**config.mk**
```make
export PLATFORM = sky130hd
export DESIGN_NAME = lux_median_average_dimmer_flat
export DESIGN_NICKNAME = d
export VERILOG_FILES = /design/src/rtl/lmad_pkg.sv /design/src/rtl/lmad_if.sv /design/src/rtl/lmad_median.sv /design/src/rtl/lmad_average.sv /design/src/rtl/lmad_map.sv /design/src/rtl/lux_median_average_dimmer.sv /design/src/flat_wrapper.sv
export SDC_FILE = /design/constraint.sdc
export NUM_CORES = 1
export LEC_CHECK = 0
export BUFFER_PORTS_ARGS = -buffer_cell sky130_fd_sc_hd__buf_2
export CAP_MARGIN = 10
export CORE_ASPECT_RATIO = 0.9
export CORE_MARGIN = 4
export CORE_UTILIZATION = 50
export CTS_CLUSTER_SIZE = 12
export DETAILED_ROUTE_END_ITERATION = 6
export PLACE_DENSITY = 0.63
export SYNTH_ARGS = -nofsm -noshare
export SYNTH_HDL_FRONTEND = slang
export SYNTH_HIERARCHICAL = 1
export SYNTH_SLANG_ARGS = --single-unit
```
**constraint.sdc**
```tcl
create_clock -name clk -period 5.32 [get_ports clk]
set_input_delay 0.266 -clock clk [delete_from_list [all_inputs] [get_ports clk]]
set_output_delay 0.266 -clock clk [all_outputs]
set_load 0.02 [all_outputs]
```
**src/rtl/lmad_pkg.sv**
```systemverilog
package lmad_pkg;

	localparam int LUX_W      = 23;
	localparam int SAMPLE_W   = 24;
	localparam int PCT_W      = 11;
	localparam int CFG_IDX_W  = 2;
	localparam int CFG_DATA_W = 23;

	localparam int MEDIAN_TAPS_DEF    = 5;
	localparam int AVERAGE_WINDOW_DEF = 5;

	localparam logic [LUX_W-1:0] LUX_MAX    = 23'd6400000;
	localparam logic [PCT_W-1:0] FULL_SCALE = 11'd1600;

	localparam logic [LUX_W-1:0] DARK_RST   = 23'd3200;
	localparam logic [LUX_W-1:0] BRIGHT_RST = 23'd19200;
	localparam logic [PCT_W-1:0] BAND_RST   = 11'd80;

	typedef enum logic [CFG_IDX_W-1:0] {
		CFG_DARK   = 2'd0,
		CFG_BRIGHT = 2'd1,
		CFG_BAND   = 2'd2
	} cfg_idx_t;

	typedef struct packed {
		logic busy;
		logic done;
	} unit_stat_t;

	typedef enum logic [2:0] {
		ST_IDLE,
		ST_MED,
		ST_AVG,
		ST_MAP,
		ST_DONE
	} top_state_t;

	typedef enum logic [2:0] {
		MAP_IDLE,
		MAP_MUL1,
		MAP_MUL2,
		MAP_DIV,
		MAP_HYST,
		MAP_DONE
	} map_state_t;

endpackage

```
**src/rtl/lmad_if.sv**
```systemverilog
interface lmad_in_if import lmad_pkg::*; ();
	logic                       valid;
	logic                       ready;
	logic                       sample_ready;
	logic signed [SAMPLE_W-1:0] lux_sample;

	modport source (output valid, output sample_ready, output lux_sample, input ready);
	modport sink (input valid, input sample_ready, input lux_sample, output ready);
endinterface

interface lmad_out_if import lmad_pkg::*; ();
	logic             valid;
	logic             ready;
	logic             accepted;
	logic [LUX_W-1:0] filtered_lux;
	logic [PCT_W-1:0] brightness_pct;

	modport source (output valid, output accepted, output filtered_lux,
		output brightness_pct, input ready);
	modport sink (input valid, input accepted, input filtered_lux,
		input brightness_pct, output ready);
endinterface

interface lmad_cfg_if import lmad_pkg::*; ();
	logic                  valid;
	logic                  ready;
	logic [CFG_IDX_W-1:0]  index;
	logic [CFG_DATA_W-1:0] data;

	modport source (output valid, output index, output data, input ready);
	modport sink (input valid, input index, input data, output ready);
endinterface

```
**src/rtl/lmad_median.sv**
```systemverilog
module lmad_median import lmad_pkg::*; #(
	parameter int TAPS = MEDIAN_TAPS_DEF
) (
	input  logic             clk,
	input  logic             arst_n,
	input  logic             start,
	input  logic [LUX_W-1:0] sample,
	output unit_stat_t       stat,
	output logic [LUX_W-1:0] median
);

	localparam int CNT_W  = $clog2(TAPS + 1);
	localparam int STEP_W = $clog2(LUX_W);
	localparam logic [CNT_W-1:0]  RANK      = CNT_W'(TAPS / 2);
	localparam logic [STEP_W-1:0] LAST_STEP = STEP_W'(LUX_W - 1);

	logic [LUX_W-1:0]  hist_q [TAPS];
	logic [LUX_W-1:0]  hist_next [TAPS];
	logic [LUX_W-1:0]  work_q [TAPS];
	logic [TAPS-1:0]   active_q;
	logic [TAPS-1:0]   msb;
	logic [CNT_W-1:0]  krem_q;
	logic [CNT_W-1:0]  zeros;
	logic              take_one;
	logic [STEP_W-1:0] step_q;
	logic              busy_q;
	logic              done_q;
	logic [LUX_W-1:0]  med_q;

	always_comb begin
		hist_next[0] = sample;
		for (int i = 1; i < TAPS; i++) begin
			hist_next[i] = hist_q[i-1];
		end
		for (int i = 0; i < TAPS; i++) begin
			msb[i] = work_q[i][LUX_W-1];
		end
	end

	// rank select, MSB first: the digit is 0 if enough live candidates carry a 0
	assign zeros    = CNT_W'($countones(active_q & ~msb));
	assign take_one = (krem_q >= zeros);

	always_ff @(posedge clk or negedge arst_n) begin
		if (!arst_n) begin
			busy_q <= 1'b0;
			done_q <= 1'b0;
			step_q <= '0;
			for (int i = 0; i < TAPS; i++) begin
				hist_q[i] <= '0;
			end
		end else begin
			done_q <= 1'b0;
			if (start) begin
				busy_q <= 1'b1;
				step_q <= '0;
				hist_q <= hist_next;
			end else if (busy_q) begin
				step_q <= step_q + 1'b1;
				if (step_q == LAST_STEP) begin
					busy_q <= 1'b0;
					done_q <= 1'b1;
				end
			end
		end
	end

	always_ff @(posedge clk) begin
		if (start) begin
			work_q   <= hist_next;
			active_q <= '1;
			krem_q   <= RANK;
		end else if (busy_q) begin
			for (int i = 0; i < TAPS; i++) begin
				work_q[i] <= {work_q[i][LUX_W-2:0], 1'b0};
			end
			if (take_one) begin
				active_q <= active_q & msb;
				krem_q   <= krem_q - zeros;
			end else begin
				active_q <= active_q & ~msb;
			end
			med_q <= {med_q[LUX_W-2:0], take_one};
		end
	end

	assign stat.busy = busy_q;
	assign stat.done = done_q;
	assign median    = med_q;

endmodule

```
**src/rtl/lmad_average.sv**
```systemverilog
module lmad_average import lmad_pkg::*; #(
	parameter int WIN = AVERAGE_WINDOW_DEF
) (
	input  logic             clk,
	input  logic             arst_n,
	input  logic             start,
	input  logic [LUX_W-1:0] value,
	output unit_stat_t       stat,
	output logic [LUX_W-1:0] average
);

	localparam int IDX_W  = (WIN > 1) ? $clog2(WIN) : 1;
	localparam int HI_W   = $clog2(WIN + 1);
	localparam int SUM_W  = LUX_W + HI_W;
	localparam int REM_W  = HI_W + 1;
	localparam int STEP_W = $clog2(LUX_W);
	localparam logic [IDX_W-1:0]  LAST_IDX  = IDX_W'(WIN - 1);
	localparam logic [REM_W-1:0]  DIVISOR   = REM_W'(WIN);
	localparam logic [STEP_W-1:0] LAST_STEP = STEP_W'(LUX_W - 1);

	logic [LUX_W-1:0]  ring_q [WIN];
	logic [IDX_W-1:0]  idx_q;
	logic [SUM_W-1:0]  sum_q;
	logic [SUM_W-1:0]  sum_next;
	logic [HI_W-1:0]   rem_q;
	logic [LUX_W-1:0]  lo_q;
	logic [LUX_W-1:0]  quo_q;
	logic [REM_W-1:0]  trial;
	logic [REM_W-1:0]  trial_sub;
	logic              fits;
	logic [STEP_W-1:0] step_q;
	logic              busy_q;
	logic              done_q;

	// running sum: add the new entry, drop the one it overwrites
	assign sum_next  = sum_q + SUM_W'(value) - SUM_W'(ring_q[idx_q]);
	assign trial     = {rem_q, lo_q[LUX_W-1]};
	assign fits      = (trial >= DIVISOR);
	assign trial_sub = trial - DIVISOR;

	always_ff @(posedge clk or negedge arst_n) begin
		if (!arst_n) begin
			busy_q <= 1'b0;
			done_q <= 1'b0;
			step_q <= '0;
			idx_q  <= '0;
			sum_q  <= '0;
			quo_q  <= '0;
			for (int i = 0; i < WIN; i++) begin
				ring_q[i] <= '0;
			end
		end else begin
			done_q <= 1'b0;
			if (start) begin
				ring_q[idx_q] <= value;
				idx_q         <= (idx_q == LAST_IDX) ? '0 : idx_q + 1'b1;
				sum_q         <= sum_next;
				busy_q        <= 1'b1;
				step_q        <= '0;
			end else if (busy_q) begin
				quo_q  <= {quo_q[LUX_W-2:0], fits};
				step_q <= step_q + 1'b1;
				if (step_q == LAST_STEP) begin
					busy_q <= 1'b0;
					done_q <= 1'b1;
				end
			end
		end
	end

	// the top part of the sum is already below the window size
	always_ff @(posedge clk) begin
		if (start) begin
			rem_q <= sum_next[SUM_W-1:LUX_W];
			lo_q  <= sum_next[LUX_W-1:0];
		end else if (busy_q) begin
			rem_q <= fits ? trial_sub[HI_W-1:0] : trial[HI_W-1:0];
			lo_q  <= {lo_q[LUX_W-2:0], 1'b0};
		end
	end

	assign stat.busy = busy_q;
	assign stat.done = done_q;
	assign average   = quo_q;

endmodule

```
**src/rtl/lmad_map.sv**
```systemverilog
module lmad_map import lmad_pkg::*; (
	input  logic             clk,
	input  logic             arst_n,
	input  logic             start,
	input  logic [LUX_W-1:0] lux,
	input  logic [LUX_W-1:0] dark,
	input  logic [LUX_W-1:0] bright,
	input  logic [PCT_W-1:0] band,
	output unit_stat_t       stat,
	output logic [PCT_W-1:0] held
);

	localparam int PROD_W = LUX_W + 5;
	localparam int STEP_W = $clog2(PCT_W);
	localparam int LOW_W  = 5;
	localparam logic [STEP_W-1:0] LAST_STEP = STEP_W'(PCT_W - 1);

	map_state_t        state_q;
	map_state_t        state_next;
	logic              le_dark;
	logic              ge_bright;
	logic [LUX_W-1:0]  x_q;
	logic [LUX_W-1:0]  d_q;
	logic [PROD_W-1:0] p_q;
	logic [PROD_W-1:0] p25;
	logic [LUX_W-1:0]  rem_q;
	logic [PCT_W-1:0]  lo_q;
	logic [PCT_W-1:0]  quo_q;
	logic [PCT_W-1:0]  pct_q;
	logic [PCT_W-1:0]  held_q;
	logic [PCT_W-1:0]  diff;
	logic [LUX_W:0]    trial;
	logic [LUX_W:0]    trial_sub;
	logic              fits;
	logic [STEP_W-1:0] step_q;

	assign le_dark   = (lux <= dark);
	assign ge_bright = (lux >= bright);

	// x*1600 = (x*25) << 6; the divide starts from the bits above the low 11
	assign p25       = p_q + {1'b0, x_q, 4'b0};
	assign trial     = {rem_q, lo_q[PCT_W-1]};
	assign fits      = (trial >= {1'b0, d_q});
	assign trial_sub = trial - {1'b0, d_q};
	assign diff      = (pct_q > held_q) ? pct_q - held_q : held_q - pct_q;

	always_comb begin
		state_next = state_q;
		case (state_q)
			MAP_IDLE: begin
				if (start) begin
					state_next = (le_dark || ge_bright) ? MAP_HYST : MAP_MUL1;
				end
			end
			MAP_MUL1: state_next = MAP_MUL2;
			MAP_MUL2: state_next = MAP_DIV;
			MAP_DIV: begin
				if (step_q == LAST_STEP) begin
					state_next = MAP_HYST;
				end
			end
			MAP_HYST: state_next = MAP_DONE;
			MAP_DONE: state_next = MAP_IDLE;
			default:  state_next = MAP_IDLE;
		endcase
	end

	always_comb begin
		stat.busy = (state_q != MAP_IDLE);
		stat.done = (state_q == MAP_DONE);
	end

	always_ff @(posedge clk or negedge arst_n) begin
		if (!arst_n) begin
			state_q <= MAP_IDLE;
			step_q  <= '0;
			held_q  <= '0;
		end else begin
			state_q <= state_next;
			case (state_q)
				MAP_MUL2: step_q <= '0;
				MAP_DIV:  step_q <= step_q + 1'b1;
				MAP_HYST: begin
					if (diff > band) begin
						held_q <= pct_q;
					end
				end
				default: ;
			endcase
		end
	end

	always_ff @(posedge clk) begin
		case (state_q)
			MAP_IDLE: begin
				x_q   <= lux - dark;
				d_q   <= bright - dark;
				pct_q <= le_dark ? '0 : FULL_SCALE;
			end
			MAP_MUL1: p_q <= {5'b0, x_q} + {2'b0, x_q, 3'b0};
			MAP_MUL2: begin
				rem_q <= p25[PROD_W-1:LOW_W];
				lo_q  <= {p25[LOW_W-1:0], 6'b0};
			end
			MAP_DIV: begin
				rem_q <= fits ? trial_sub[LUX_W-1:0] : trial[LUX_W-1:0];
				lo_q  <= {lo_q[PCT_W-2:0], 1'b0};
				quo_q <= {quo_q[PCT_W-2:0], fits};
				if (step_q == LAST_STEP) begin
					pct_q <= {quo_q[PCT_W-2:0], fits};
				end
			end
			default: ;
		endcase
	end

	assign held = held_q;

endmodule

```
**src/rtl/lux_median_average_dimmer.sv**
```systemverilog
// Light sample smoother and dimmer. Each request carries a ready flag and a
// signed lux sample in 1/64 lux; a sample that is not ready, negative or above
// 100000 lux is answered with accepted low and the last filtered lux and
// brightness repeated, the result loading from the done state once the output
// register is free. An in-range sample runs through a median over the last
// MEDIAN_TAPS samples, a moving average over the last AVERAGE_WINDOW medians
// and a linear map to 0..1600 (1/16 percent) with a hysteresis hold. Its
// result passes the 23 bit steps of the radix median select and the handoff,
// the ring update and the 23 steps of the bit-serial divide by the window
// size, the shift-add scaling, 11-step brightness divide, hysteresis compare
// and handoff, and the load of the result register. A filtered lux at or
// beyond a threshold skips the scaling and divide. One request is in flight at
// a time; the next is taken once the result has loaded and the block is back
// in idle, and a held result that waits for ready holds off the next request.
// Thresholds and band are written over the cfg channel, which is always ready;
// write them only while no request is in flight.
module lux_median_average_dimmer import lmad_pkg::*; #(
	parameter int MEDIAN_TAPS    = MEDIAN_TAPS_DEF,
	parameter int AVERAGE_WINDOW = AVERAGE_WINDOW_DEF
) (
	input  logic      clk,
	input  logic      arst_n,
	lmad_in_if.sink   sample_in,
	lmad_out_if.source result_out,
	lmad_cfg_if.sink  cfg
);

	top_state_t       state_q;
	top_state_t       state_next;
	logic [LUX_W-1:0] dark_q;
	logic [LUX_W-1:0] bright_q;
	logic [PCT_W-1:0] band_q;
	logic             in_fire;
	logic             sample_ok;
	logic             med_start;
	logic             avg_start;
	logic             map_start;
	logic             out_load;
	logic             in_ready;
	unit_stat_t       med_stat;
	unit_stat_t       avg_stat;
	unit_stat_t       map_stat;
	logic [LUX_W-1:0] med_value;
	logic [LUX_W-1:0] avg_value;
	logic [PCT_W-1:0] held_value;
	logic             acc_q;
	logic             out_valid_q;
	logic             out_acc_q;
	logic [LUX_W-1:0] out_lux_q;
	logic [PCT_W-1:0] out_pct_q;

	assign in_fire   = sample_in.valid && in_ready;
	assign sample_ok = sample_in.sample_ready && !sample_in.lux_sample[SAMPLE_W-1]
		&& (sample_in.lux_sample[LUX_W-1:0] <= LUX_MAX);

	always_comb begin
		state_next = state_q;
		case (state_q)
			ST_IDLE: begin
				if (in_fire) begin
					state_next = sample_ok ? ST_MED : ST_DONE;
				end
			end
			ST_MED: begin
				if (med_stat.done) begin
					state_next = ST_AVG;
				end
			end
			ST_AVG: begin
				if (avg_stat.done) begin
					state_next = ST_MAP;
				end
			end
			ST_MAP: begin
				if (map_stat.done) begin
					state_next = ST_DONE;
				end
			end
			ST_DONE: begin
				if (out_load) begin
					state_next = ST_IDLE;
				end
			end
			default: state_next = ST_IDLE;
		endcase
	end

	always_comb begin
		in_ready  = (state_q == ST_IDLE) && !med_stat.busy && !avg_stat.busy
			&& !map_stat.busy;
		med_start = (state_q == ST_IDLE) && in_fire && sample_ok;
		avg_start = (state_q == ST_MED) && med_stat.done;
		map_start = (state_q == ST_AVG) && avg_stat.done;
		out_load  = (state_q == ST_DONE) && (!out_valid_q || result_out.ready);
	end

	always_ff @(posedge clk or negedge arst_n) begin
		if (!arst_n) begin
			state_q     <= ST_IDLE;
			out_valid_q <= 1'b0;
			dark_q      <= DARK_RST;
			bright_q    <= BRIGHT_RST;
			band_q      <= BAND_RST;
		end else begin
			state_q <= state_next;
			if (out_load) begin
				out_valid_q <= 1'b1;
			end else if (result_out.ready) begin
				out_valid_q <= 1'b0;
			end
			if (cfg.valid) begin
				case (cfg.index)
					CFG_DARK:   dark_q   <= cfg.data;
					CFG_BRIGHT: bright_q <= cfg.data;
					CFG_BAND:   band_q   <= cfg.data[PCT_W-1:0];
					default: ;
				endcase
			end
		end
	end

	always_ff @(posedge clk) begin
		if (in_fire) begin
			acc_q <= sample_ok;
		end
		if (out_load) begin
			out_acc_q <= acc_q;
			out_lux_q <= avg_value;
			out_pct_q <= held_value;
		end
	end

	lmad_median #(
		.TAPS(MEDIAN_TAPS)
	) u_median (
		.clk    (clk),
		.arst_n (arst_n),
		.start  (med_start),
		.sample (sample_in.lux_sample[LUX_W-1:0]),
		.stat   (med_stat),
		.median (med_value)
	);

	lmad_average #(
		.WIN(AVERAGE_WINDOW)
	) u_average (
		.clk     (clk),
		.arst_n  (arst_n),
		.start   (avg_start),
		.value   (med_value),
		.stat    (avg_stat),
		.average (avg_value)
	);

	lmad_map u_map (
		.clk    (clk),
		.arst_n (arst_n),
		.start  (map_start),
		.lux    (avg_value),
		.dark   (dark_q),
		.bright (bright_q),
		.band   (band_q),
		.stat   (map_stat),
		.held   (held_value)
	);

	assign sample_in.ready         = in_ready;
	assign cfg.ready               = 1'b1;
	assign result_out.valid        = out_valid_q;
	assign result_out.accepted     = out_acc_q;
	assign result_out.filtered_lux = out_lux_q;
	assign result_out.brightness_pct = out_pct_q;

endmodule

```
**src/flat_wrapper.sv**
```systemverilog
// flat-port wrapper written by rule: the top's interface ports become plain ports
module lux_median_average_dimmer_flat import lmad_pkg::*;
#(
	parameter int MEDIAN_TAPS    = MEDIAN_TAPS_DEF,
	parameter int AVERAGE_WINDOW = AVERAGE_WINDOW_DEF
)
  (clk, arst_n, sample_in_valid, sample_in_sample_ready, sample_in_lux_sample, sample_in_ready, result_out_valid, result_out_accepted, result_out_filtered_lux, result_out_brightness_pct, result_out_ready, cfg_valid, cfg_index, cfg_data, cfg_ready);
  lmad_in_if sample_in_i ();
  lmad_out_if result_out_i ();
  lmad_cfg_if cfg_i ();
  input  logic clk;
  input  logic arst_n;
  input wire logic [$bits(sample_in_i.valid)-1:0] sample_in_valid;
  input wire logic [$bits(sample_in_i.sample_ready)-1:0] sample_in_sample_ready;
  input wire logic [$bits(sample_in_i.lux_sample)-1:0] sample_in_lux_sample;
  output wire logic [$bits(sample_in_i.ready)-1:0] sample_in_ready;
  output wire logic [$bits(result_out_i.valid)-1:0] result_out_valid;
  output wire logic [$bits(result_out_i.accepted)-1:0] result_out_accepted;
  output wire logic [$bits(result_out_i.filtered_lux)-1:0] result_out_filtered_lux;
  output wire logic [$bits(result_out_i.brightness_pct)-1:0] result_out_brightness_pct;
  input wire logic [$bits(result_out_i.ready)-1:0] result_out_ready;
  input wire logic [$bits(cfg_i.valid)-1:0] cfg_valid;
  input wire logic [$bits(cfg_i.index)-1:0] cfg_index;
  input wire logic [$bits(cfg_i.data)-1:0] cfg_data;
  output wire logic [$bits(cfg_i.ready)-1:0] cfg_ready;
  assign sample_in_i.valid = sample_in_valid;
  assign sample_in_i.sample_ready = sample_in_sample_ready;
  assign sample_in_i.lux_sample = sample_in_lux_sample;
  assign sample_in_ready = sample_in_i.ready;
  assign result_out_valid = result_out_i.valid;
  assign result_out_accepted = result_out_i.accepted;
  assign result_out_filtered_lux = result_out_i.filtered_lux;
  assign result_out_brightness_pct = result_out_i.brightness_pct;
  assign result_out_i.ready = result_out_ready;
  assign cfg_i.valid = cfg_valid;
  assign cfg_i.index = cfg_index;
  assign cfg_i.data = cfg_data;
  assign cfg_ready = cfg_i.ready;
  lux_median_average_dimmer #(.MEDIAN_TAPS(MEDIAN_TAPS), .AVERAGE_WINDOW(AVERAGE_WINDOW)) u_core (.clk(clk), .arst_n(arst_n), .sample_in(sample_in_i), .result_out(result_out_i), .cfg(cfg_i));
endmodule
```
**Word-level counts from Yosys, hierarchy flattened**

Cells that the tools add are included.

- Flip-flop bits (word level): 689
- Input port bits: 55
- Word-level logic and storage cells: 194

- Reduce and logical (&&, ||, !) cells: 38
- Magnitude comparators: 10
- Muxes and demuxes: 52
- Bitwise gates (word level): 6
- Equal/unequal tests: 22
- Add/sub/neg operators: 19

Operator list:

| operator | number |
|---|---|
| $mux 115 | 2 |
| $mux 23 | 6 |
| $bwmux 115 | 1 |
| $bmux 23 s3 | 1 |
| $demux 23 s3 | 1 |
| $sub 23x23->23 | 3 |
| $pmux 23 s2 | 1 |
| $pmux 11 s2 | 2 |
| $mux 3 | 13 |
| $mux 11 | 3 |
| $pmux 3 s5 | 2 |
| $add 28x27->28 | 1 |
| $add 23x26->27 | 1 |
| $add 26x23->26 | 1 |
| $sub 26x23->26 | 1 |
| $mux 5 | 5 |
| $ge 24x23->1 | 1 |
| $ge 23x23->1 | 1 |
| $le 23x23->1 | 1 |
| $le 23x23->1 const B | 1 |
| $gt 11x11->1 | 2 |
| $sub 11x11->11 | 2 |
| $reduce_and 2->1 | 9 |
| $mux 1 | 14 |
| other kinds (34) | 72 |

**Logic depth before layout (Yosys ltp)**

- Depth after elaboration: 9
- Mapped depth: 20
- Mapped depth without buffers: 20

**Hierarchy**

The synthesis kept the hierarchy.

Modules (own cells, without submodules):

| module | cells each | area an instance (µm²) | instances |
|---|---|---|---|
| lmad_map | 1,386 | 12,738.5 | 1 |
| lmad_average | 974 | 10,670.2 | 1 |
| lmad_median | 824 | 9,831.9 | 1 |
| lux_median_average_dimmer | 204 | 3,565.9 | 1 |

**Worst setup path before layout**

Ideal clock, no wire load.

- Path kind: flip-flop to flip-flop
- Start: reg u_core.u_map.state_q[2]
- End: reg u_core.u_median.work_q, in the netlist u_core/u_median/msb[0] (enable)
- Cell stages (with the launch flop): 13
- Slack: 0.964 ns
- Clock period less this slack: 4.356 ns
- Data arrival time: 3.931 ns
- Cells stage by stage: dfrtp_1 clkbuf_1 or3_1 nor2_1 nand2_1 nor3_1 nand2_1 nor2_1 buf_6 buf_6 buf_6 buf_6 or2_2

RTL lines:

| item | RTL line | text |
|---|---|---|
| from (decl) | lmad_map.sv:18 | `map_state_t state_q;` |
| from (signal assigned) | lmad_map.sv:79 | `state_q <= state_next;` |
| to (signal assigned) | lmad_median.sv:70 | `work_q <= hist_next;` |
| to (signal, indexed assignment) | lmad_median.sv:75 | `work_q[i] <= {work_q[i][LUX_W-2:0], 1'b0};` |
| to (decl) | lmad_median.sv:19 | `logic [LUX_W-1:0] work_q [TAPS];` |

**Worst setup path after layout**

- Start: reg u_core.u_average.idx_q[0]
- End: reg u_core.u_average.lo_q[18], data pin

- Longest elaborated chain between the ends: 6

Ends and longest elaborated chain:

| item | RTL line | text |
|---|---|---|
| from (decl) | lmad_average.sv:22 | `logic [IDX_W-1:0] idx_q;` |
| from (signal assigned) | lmad_average.sv:56 | `idx_q <= (idx_q == LAST_IDX) ? '0 : idx_q + 1'b1;` |
| $not 3->4 (not written as such) | lmad_average.sv:36 | `assign sum_next = sum_q + SUM_W'(value) - SUM_W'(ring_q[idx_q]);` |
| $bmux 23 s3 | lmad_average.sv:36 |  |
| $mux 23 (not written as such) (2 in a row) | lmad_average.sv:36 |  |
| $sub 26x23->26 | lmad_average.sv:36 |  |
| $mux 23 | lmad_average.sv:73 | `if (start) begin` |
| to (signal assigned) | lmad_average.sv:75 | `lo_q <= sum_next[LUX_W-1:0];` |
| to (signal assigned) | lmad_average.sv:78 | `lo_q <= {lo_q[LUX_W-2:0], 1'b0};` |
| to (decl) | lmad_average.sv:26 | `logic [LUX_W-1:0] lo_q;` |

No other way between the ends. The select of a mux whose other input is x is not followed.
A chain may end at the register's enable or synchronous reset.

==> flow_summary.ini <==
[floorplan]
die_h_um = 265
fp-row-count = 94
num_io_pins = 93
dieWidth_um = 294
core-area_sq_um = 73000
initial_utilization = 0.504
dieArea_sq_um = 78000

[synth]
ys_warn_count = 6
synthXorXnorAreaFrac = 0.0302
ys_ff_latch = 682
syn_area_sq_um = 36800
synth.area.mux_share = 0.0887
syn_inst = 3388
synth_top_family_by_area = compound AO/OA/AOI/OAI gates
synth_edf_count = 322
netlist_top_cells_count = inv_1 (452), dfrtp_1 (343), edfxtp_1 (322)
synth_top_area_share = 0.263
synthAdderAreaFrac = 0.0880
yosysSeqAreaShare = 0.507
synth_cell_types = 88
ys.flop_type = dfrtp_1
synth_nets = 3682
async_flop_share = 0.516
syn_avg_cell_area_sq_um = 10.9
synthSimpleGateAreaFrac = 0.0947
synth_compound_area_frac = 0.128
yosys.area.top_type = edfxtp_1
synthTopCellsByArea = edfxtp_1 (26%), dfrtp_1 (23%), ha_1 (7.0%), mux2_2 (5.5%), inv_1 (4.6%)
yosys.cell_count.top_type = inv_1

[global_routing]
grt_max_degree = 135
first_global_vias = 25548
grt-ovfl-total = 0
grt_pass1_wl_um = 133000
antenna_found_initial = 1
track_usage = 0.209

[clock_tree]
cts-buffers-inserted = 76
holdBufCountCts = 45
cts_tree = yes
cts.sinks = 682
clk_path_buf_depth = 3
cts_resized = 0
clk_latency_ps = 620
htree_levels = 3
path_clk_slew_ps = 60
post_cts_buffers = 0
ctsRootBufferMaster = clkbuf_16

[timing]
skew_ps = 30.8
finalHoldViolations = 0
setup_viol = 0
drv_slew = 0
fmax_mhz = 212
fin_crit_sh = 0.888
final.min_clock_period_ps = 4720
setup_tns_ps = 0
rsz0062_at_grt = false
slew_headroom = 0.268
worstMarginPinSlew_ps = 1100

[setup_path]
end_kind = register
r2r-start = u_core/u_average/idx_q[0]$_DFFE_PN0P_
critPathRequiredTime_ps = 5690
critical_path_class = register to register
r2r_slack_ps = 600
rr_worst_depth = 13
timing.rr.end = u_core/u_average/lo_q[18]$_DFFE_PP_
arrival_ps = 5090
critPathLaunchType = register
worstPathMaxFanout = 22

[outcome]
status = complete, no violations

[finish]
syn_to_final_growth_pct = 11.7
fin_nets = 3813
multiInputGateArea_sq_um = 15900
drive_gt1_frac = 0.141
diodes = 0
seq_area_sq_um = 18700
fillCellCount = 6269

[pwr]
cellLeakagePower_nw = 18.5
p_switching_mw = 8.09
pwr-share-clk = 0.227
totalPowerFinal_mw = 22.0
pwr_density_cell_nw_per_um2 = 534
p_sw_frac = 0.368
p_int_mw = 13.9
p_comb_frac = 0.392
power_frac_seq = 0.380
irDropWorstVdd_mv = 0.323

[hold_path]
min_path_cells = 2
holdPathEnd = u_core/bright_q[10]$_DFFE_PN0P_
hp-class = input pin to register
hold_path_startpoint = cfg_data[10]

[drt]
post-route-drc-count = 0
first_pass_iters = 5
wl_um = 81400
avgViaCountPerCell = 5.50
final_antenna_net_count = 0
drt_iter0_drc = 1836
num_vias = 24977
wire_per_inst_um = 17.9

[place]
place_hpwl_um = 57700
place_congestion = 0.840
port_buffers = 91

[run]
drv_cap = 0
logic make-up (layout without fill, tap and decap cells):
logic type               after synthesis  count (layout)
buffers and inverters                579             773
adder cells (fa/ha/maj)              239             239
flip-flops                           682             682
AND/OR/NAND/NOR                      722             722
AO/OA/AOI/OAI                        760             760
multiplexers                         278             278
other                                  1               1
XOR/XNOR                             127             127
registers in the layout, summed over array words and instances, names as in the netlist, 5 cells and up:
signal / flops
u_core/band_q: 11
u_core/bright_q: 23
u_core/dark_q: 23
u_core/result_out.brightness_pct: 11
u_core/result_out.filtered_lux: 23
u_core/u_average/average: 23
u_core/u_average/lo_q: 23
u_core/u_average/ring_q: 115
u_core/u_average/step_q: 5
u_core/u_average/sum_q: 26
u_core/u_map/d_q: 23
u_core/u_map/held: 11
u_core/u_map/lo_q: 5
u_core/u_map/p_q: 27
u_core/u_map/pct_q: 11
u_core/u_map/quo_q: 10
u_core/u_map/rem_q: 23
u_core/u_map/x_q: 23
u_core/u_median/active_q: 5
u_core/u_median/hist_next: 92
u_core/u_median/median: 23
u_core/u_median/msb: 5
u_core/u_median/step_q: 5
u_core/u_median/work_q: 110
area by class of cell:
cell class / instances / area share
clock inverters: 32 / 0.00730
repair buffers: 178 / 0.0315
clock buffers: 109 / 0.0510
well taps: 960 / 0.0292
multi-input cells: 2127 / 0.386
flip-flops and latches: 682 / 0.454
inverters: 454 / 0.0415
worst max-delay path: stages (launching register included):
cell and delay (ps):
dfrtp_2 650, nor2b_1 930, a21oi_1 170, o22ai_1 240, fa_1 450, inv_1 70, ha_1 280, and3_1 190
a221o_1 390, o2111ai_2 250, a31oi_1 210, a31oi_1 250, xnor2_1 100, mux2_2 270
cells in the final DEF, fill, tap and decap left out, types with 37 or more instances in the layout:
cell type	count
mux2_2	180
nand2_1	257
ha_1	206
buf_4	37
xnor2_1	85
clkbuf_16	76
edfxtp_1	322
nand3_1	52
o21ai_0	312
mux2i_1	61
a21oi_1	147
xor2_1	42
dfrtp_1	342
a21o_1	61
buf_2	90
nor3_1	48
nor2_1	147
dlygate4sd3_1	45
inv_1	451
power groups by stage:
stage	registers, mW	clock network (mW)	logic, mW
after floorplan	8.19	0	6.60
after global placement	8.40	0	8.26
after detailed placement	8.45	0	8.51
after CTS	8.36	5.14	8.61
after global routing	8.53	5.39	9.74
final	8.35	4.99	8.62
routing by layer:
metal  vias to the layer above  global-route usage  routed length [um]
met5                         -                   0                   0
met4                         0              0.0570                2160
met3                       118              0.0302                2810
met2                       415               0.342               38600
met1                     12290               0.293               37900
li1                      12154                   -                   -
per-stage QoR:
stage	utilization	hold slack (ps)	setup WS, ps	instance area (sq um)	cells
global placement	0.524	203	767	38300	4356
finish	0.563	62.1	597	41100	4542
floorplan	-	-29.6	964	36800	3388
detailed placement	0.524	201	649	38300	4356
CTS	0.563	4.56	625	41100	4542
global route	0.563	4.43	337	41100	4542
how the worst max path moves through the flow:
stage	startpoint	end	slack, ps	cells after the start
CTS	u_core/u_average/idx_q[0]$_DFFE_PN0P_	u_core/u_average/lo_q[18]$_DFFE_PP_	630	14
global route	u_core/u_map/held[1]$_DFFE_PN0P_	u_core/u_map/held[4]$_DFFE_PN0P_	340	19
finish	u_core/u_average/idx_q[0]$_DFFE_PN0P_	u_core/u_average/lo_q[18]$_DFFE_PP_	600	13
floorplan	u_core/u_map/state_q[2]$_DFFE_PN0P_	u_core/u_median/msb[0]$_DFFE_PP_	960	12
detailed placement	u_core/u_average/idx_q[0]$_DFFE_PN0P_	u_core/u_average/lo_q[18]$_DFFE_PP_	650	14
global placement	u_core/u_average/idx_q[0]$_DFFE_PN0P_	u_core/u_average/lo_q[18]$_DFFE_PP_	770	13
(Power assumes the default switching activity.)
